File: config.mk
export PLATFORM = sky130hd
export DESIGN_NAME = psd_mid_q
export DESIGN_NICKNAME = d
export VERILOG_FILES = /design/src/hw/rtl/psd_pkg.sv /design/src/hw/rtl/psd_mid_q.sv
export SDC_FILE = /design/constraint.sdc
export NUM_CORES = 1
export LEC_CHECK = 0
export BUFFER_PORTS_ARGS = -buffer_cell sky130_fd_sc_hd__buf_2
export CELL_PAD_IN_SITES_DETAIL_PLACEMENT = 0
export CELL_PAD_IN_SITES_GLOBAL_PLACEMENT = 2
export CORE_UTILIZATION = 45
export DETAILED_ROUTE_END_ITERATION = 10
export PLACE_DENSITY = 0.79
export SYNTH_ARGS = -nofsm -noshare
export SYNTH_HDL_FRONTEND = slang
export SYNTH_SLANG_ARGS = --single-unit
File: constraint.sdc
create_clock -name clk -period 11.4 [get_ports clk]
set_clock_uncertainty 0.1 [all_clocks]
set_input_delay 1.14 -clock clk [delete_from_list [all_inputs] [get_ports clk]]
set_output_delay 1.14 -clock clk [all_outputs]
set_load 0.05 [all_outputs]
File: src/hw/rtl/psd_pkg.sv
`default_nettype none
package psd_pkg;

	localparam int COORD_WIDTH = 24;
	localparam int PARAM_FRAC  = 24;
	localparam int DIST_WIDTH  = 25;

	localparam int D_W    = COORD_WIDTH + 1;
	localparam int PROD_W = 2 * D_W;
	localparam int LEN_W  = 2 * D_W;
	localparam int DOT_W  = LEN_W + 1;
	localparam int T_W    = PARAM_FRAC + 1;
	localparam int SP_W   = T_W + D_W;
	localparam int RX_W   = D_W + 1;
	localparam int UX_W   = D_W;
	localparam int SQ_W   = 2 * UX_W;
	localparam int SUM_W  = SQ_W + 1;
	localparam int ROOT_W = (SUM_W + 1) / 2;
	localparam int N_W    = 2 * ROOT_W;
	localparam int R_W    = ROOT_W + 2;

	localparam int MQ_DEPTH = 4;
	localparam int MQ_AW    = $clog2(MQ_DEPTH);

	localparam logic [T_W-1:0]        T_ONE    = T_W'(1) << PARAM_FRAC;
	localparam logic [DIST_WIDTH-1:0] DIST_MAX = '1;

	typedef logic signed [COORD_WIDTH-1:0] coord_t;
	typedef logic signed [D_W-1:0]         delta_t;

	typedef enum logic [1:0] {
		RG_START    = 2'd0,
		RG_INTERIOR = 2'd1,
		RG_END      = 2'd2,
		RG_DEGEN    = 2'd3
	} region_t;

	typedef struct packed {
		region_t          region;
		logic             tone;
		logic [LEN_W-1:0] num;
		logic [LEN_W-1:0] den;
		coord_t           px;
		coord_t           py;
		coord_t           sx;
		coord_t           sy;
		coord_t           ex;
		coord_t           ey;
		delta_t           dx;
		delta_t           dy;
	} mid_t;

	typedef struct packed {
		logic [DIST_WIDTH-1:0] distance;
		region_t               region;
	} res_t;

endpackage
`default_nettype wire

File: src/hw/rtl/psd_mid_q.sv
`default_nettype none
module psd_mid_q (
	input  wire                 clk,
	input  wire                 arst_n,
	input  wire                 wr,
	input  wire  psd_pkg::mid_t wdata,
	output logic                full,
	input  wire                 rd,
	output psd_pkg::mid_t       rdata,
	output logic                empty
);
	import psd_pkg::*;

	mid_t             mem_q [MQ_DEPTH];
	logic [MQ_AW-1:0] wp_q, rp_q;
	logic [MQ_AW:0]   cnt_q;

	assign full  = (cnt_q == (MQ_AW+1)'(MQ_DEPTH));
	assign empty = (cnt_q == '0);
	assign rdata = mem_q[rp_q];

	always_ff @(posedge clk) begin
		if (wr)
			mem_q[wp_q] <= wdata;
	end

	always_ff @(posedge clk or negedge arst_n) begin
		if (!arst_n) begin
			wp_q  <= '0;
			rp_q  <= '0;
			cnt_q <= '0;
		end else begin
			if (wr)
				wp_q <= wp_q + 1'b1;
			if (rd)
				rp_q <= rp_q + 1'b1;
			if (wr && !rd)
				cnt_q <= cnt_q + 1'b1;
			else if (rd && !wr)
				cnt_q <= cnt_q - 1'b1;
		end
	end

endmodule
`default_nettype wire

==> impl_metrics.toml <==
[status]
status = "finished clean"

[power_and_ir_drop]
power_frac_comb_pct = 37.7
power_frac_seq_pct = 38.2
p_clk_share_pct = 24.1
power_density_mw_per_mm2 = 305
p_int_mw = 9.61
switching_share_pct = 38.7
p_switching_mw = 6.07
ir_worst_vdd_mv = 0.208
p_leak_nw = 17.3

[worst_setup_path]
cpPeakStageDelay_ns = 0.96
slowest_stage = "dfrtp_4"
cp.required_ns = 10.16
crit_arrival_ns = 4.27
crit_chain = "buf_4, buf_4, mux4_2, buf_2"
critical_path_class = "reg2out"
critPathMaxFanout = 46
start_kind = "flip-flop"
cp_common_cell = "buf_4"
crit_path_end_kind = "output port"

[sta]
setup_viol = 0
post-route-min-period_ns = 5.51
fin_setup_tns_ns = 0
slew_violations = 0
worst_pin_slew_ns = 1.37
max_slew_margin_pct = 8.71
timing.final.crit_share_pct = 48.3
rsz0062_at_grt = "no"
hold_violations = 0
hold-worst-slack_ns = 0.171
timing.fmax_mhz = 181

[synthesis]
yosysSeqAreaShare_pct = 83.0
ys_warn_count = 0
synth_area_mm2 = 0.0432
synth_cells = 1585
ys_ff_latch = 1195
post_synth.cell_area_avg_um2 = 27.3
synth_cell_types = 20
synth_fp_nets = 1892

[routing]
ant_nets = 0
wire_per_inst_um = 24.8
wl_um = 90300
drc = 0
vias_per_cell = 5.31
num_vias = 19300
drt_iter0_drc = 1518
first_pass_iters = 5

[layout]
syn_to_final_growth_pct = 19.1
drive_above_1_share_pct = 46.1
layout.nets = 2564

[clock_network]
holdBufCountCts = 0
cts_root_buffer = "clkbuf_16"
cts_sinks = 1195
clk_pin_slew_ns = 0.06
numCtsBuffers = 117
insertion_delay_ns = 0.69
clockBufferDepth = 3
ctsResizeCount = 0
cts_tree = "done"
post_cts_buffers = 0
cts-htree-levels = 3

[placed_design]
globalplace.congestion = 0.766
dp_hpwl_um = 55500
portBuffers = 599

[global_route]
overflow = 0
grt_pass1_wl_um = 133000
grt_max_degree = 150
track_usage_pct = 18.5
antenna_found_initial = 37
grt_pass1_vias = 20300

[job]
drv_cap = 0

[die]
die-height_um = 312
ioPinCount = 600
start_util_pct = 45.5
rows = 113
core_area_mm2 = 0.0950
die_area_mm2 = 0.0972
die_x_um = 312

[hold_path]
hold_path_class = "in2async"
==> kinds of logic (layout without fill, tap and decap cells) <==
kind of cell	Yosys count	after routing	synth area share, %
flops	1195	1195	83.0
mux	298	298	15.5
buf+inv	70	840	1.07
simple gates	9	9	0.113
fa+ha+maj	6	6	0.191
xor+xnor	6	6	0.122
compound gates	1	1	0.0116
other cells	0	24	0
==> cell usage in the layout (no fill, tap or decap), drive strengths merged, types with 2 or more instances in the layout <==
cell and n:
edfxtp 1188, buf 619, mux4 297, clkbuf 145, clkinv 53, diode 24, bufinv 13, inv 8
dfrtp 7, ha 5, and2 4, xor2 4, xnor2 2, nand2 2, clkinvlp 2
==> cell usage after synthesis <==
| cell type | n | area share [%] |
|---|---|---|
| xnor2_1 | 2 | 0.041 |
| ha_1 | 5 | 0.14 |
| buf_4 | 18 | 0.31 |
| mux4_2 | 297 | 15 |
| and2_1 | 4 | 0.058 |
| mux2_2 | 1 | 0.026 |
| fa_1 | 1 | 0.046 |
| dfrtp_1 | 7 | 0.41 |
| inv_1 | 4 | 0.035 |
| buf_6 | 13 | 0.34 |
| nor3_1 | 1 | 0.012 |
| xor2_1 | 4 | 0.081 |
| edfxtp_1 | 1188 | 83 |
| buf_1 | 2 | 0.017 |
| clkbuf_1 | 5 | 0.043 |
| nand2_1 | 2 | 0.017 |
| nor2_1 | 1 | 0.0087 |
| nor3b_1 | 1 | 0.017 |
| buf_2 | 28 | 0.32 |
| o21ai_0 | 1 | 0.012 |
==> final cells by class <==
| type | count | area (µm²) |
|---|---|---|
| clock buffers | 145 | 3080 |
| flip-flops and latches | 1195 | 35900 |
| repair buffers | 619 | 3220 |
| clock inverters | 72 | 729 |
| diodes | 24 | 60.1 |
| inverters | 4 | 15.0 |
| well taps | 1265 | 1580 |
| fillers | 7251 | 43600 |
| multi-input cells | 320 | 6900 |
==> flip-flops by register name, summed over array words and instances (netlist names) <==
signal  flops
mem_q    1188
rp_q        2
cnt_q       3
wp_q        2
==> critical path, delay by kind of cell (launching register included) <==
kind | cells | cell delay [ns]
buffers and inverters | 3 | 1.87
DFF | 1 | 0.96
muxes | 1 | 0.61
==> metrics by stage <==
stage / cell area [µm²] / setup slack [ns] / std cells / total power [mW] / util, %
after global placement: 47600 / 6.47 / 3403 / 12.0 / 50.1
after floorplan: 43200 / 2.77 / 1585 / 10.9 / -
after global routing: 51400 / 5.44 / 3634 / 16.2 / 54.1
after CTS: 51400 / 5.62 / 3620 / 15.9 / 54.1
final: 51400 / 5.89 / 3644 / 15.7 / 54.1
after detailed placement: 47600 / 6.39 / 3403 / 12.1 / 50.1
==> power groups by stage <==
stage	Combinational [mW]	Sequential (mW)	Clock (mW)
4_1_cts	6.03	6.00	3.86
3_5_place_dp	6.01	6.09	0
3_3_place_gp	5.99	6.05	0
5_1_grt	6.15	6.06	4.03
2_1_floorplan	4.69	6.21	0
6_report	5.91	5.99	3.78
==> layer usage <==
| layer | part of all wire [%] | wire, µm | GRT usage, % |
|---|---|---|---|
| met3 | 7.2 | 6480 | 5.84 |
| met4 | 2.8 | 2500 | 6.34 |
| met1 | 36 | 32700 | 21.7 |
| met5 | 0.19 | 176 | 0 |
| met2 | 54 | 48400 | 32.2 |
==> final timing paths <==
path                       slack (ns)     start             to  depth (start not counted)
hold reg to reg                  0.41  cnt_q[2]       cnt_q[2]                          1
setup reg to reg                 7.72   wp_q[0]  mem_q[0][149]                          5
hold / removal                   0.17    arst_n        rp_q[1]                          1
max in group asynchronous       10.84    arst_n        rp_q[0]                          1
setup / recovery                 5.89   rp_q[0]      rdata[81]                          4
min in group clk                 0.41  cnt_q[2]       cnt_q[2]                          1
Note: power is estimated with default switching activity, not from simulation.
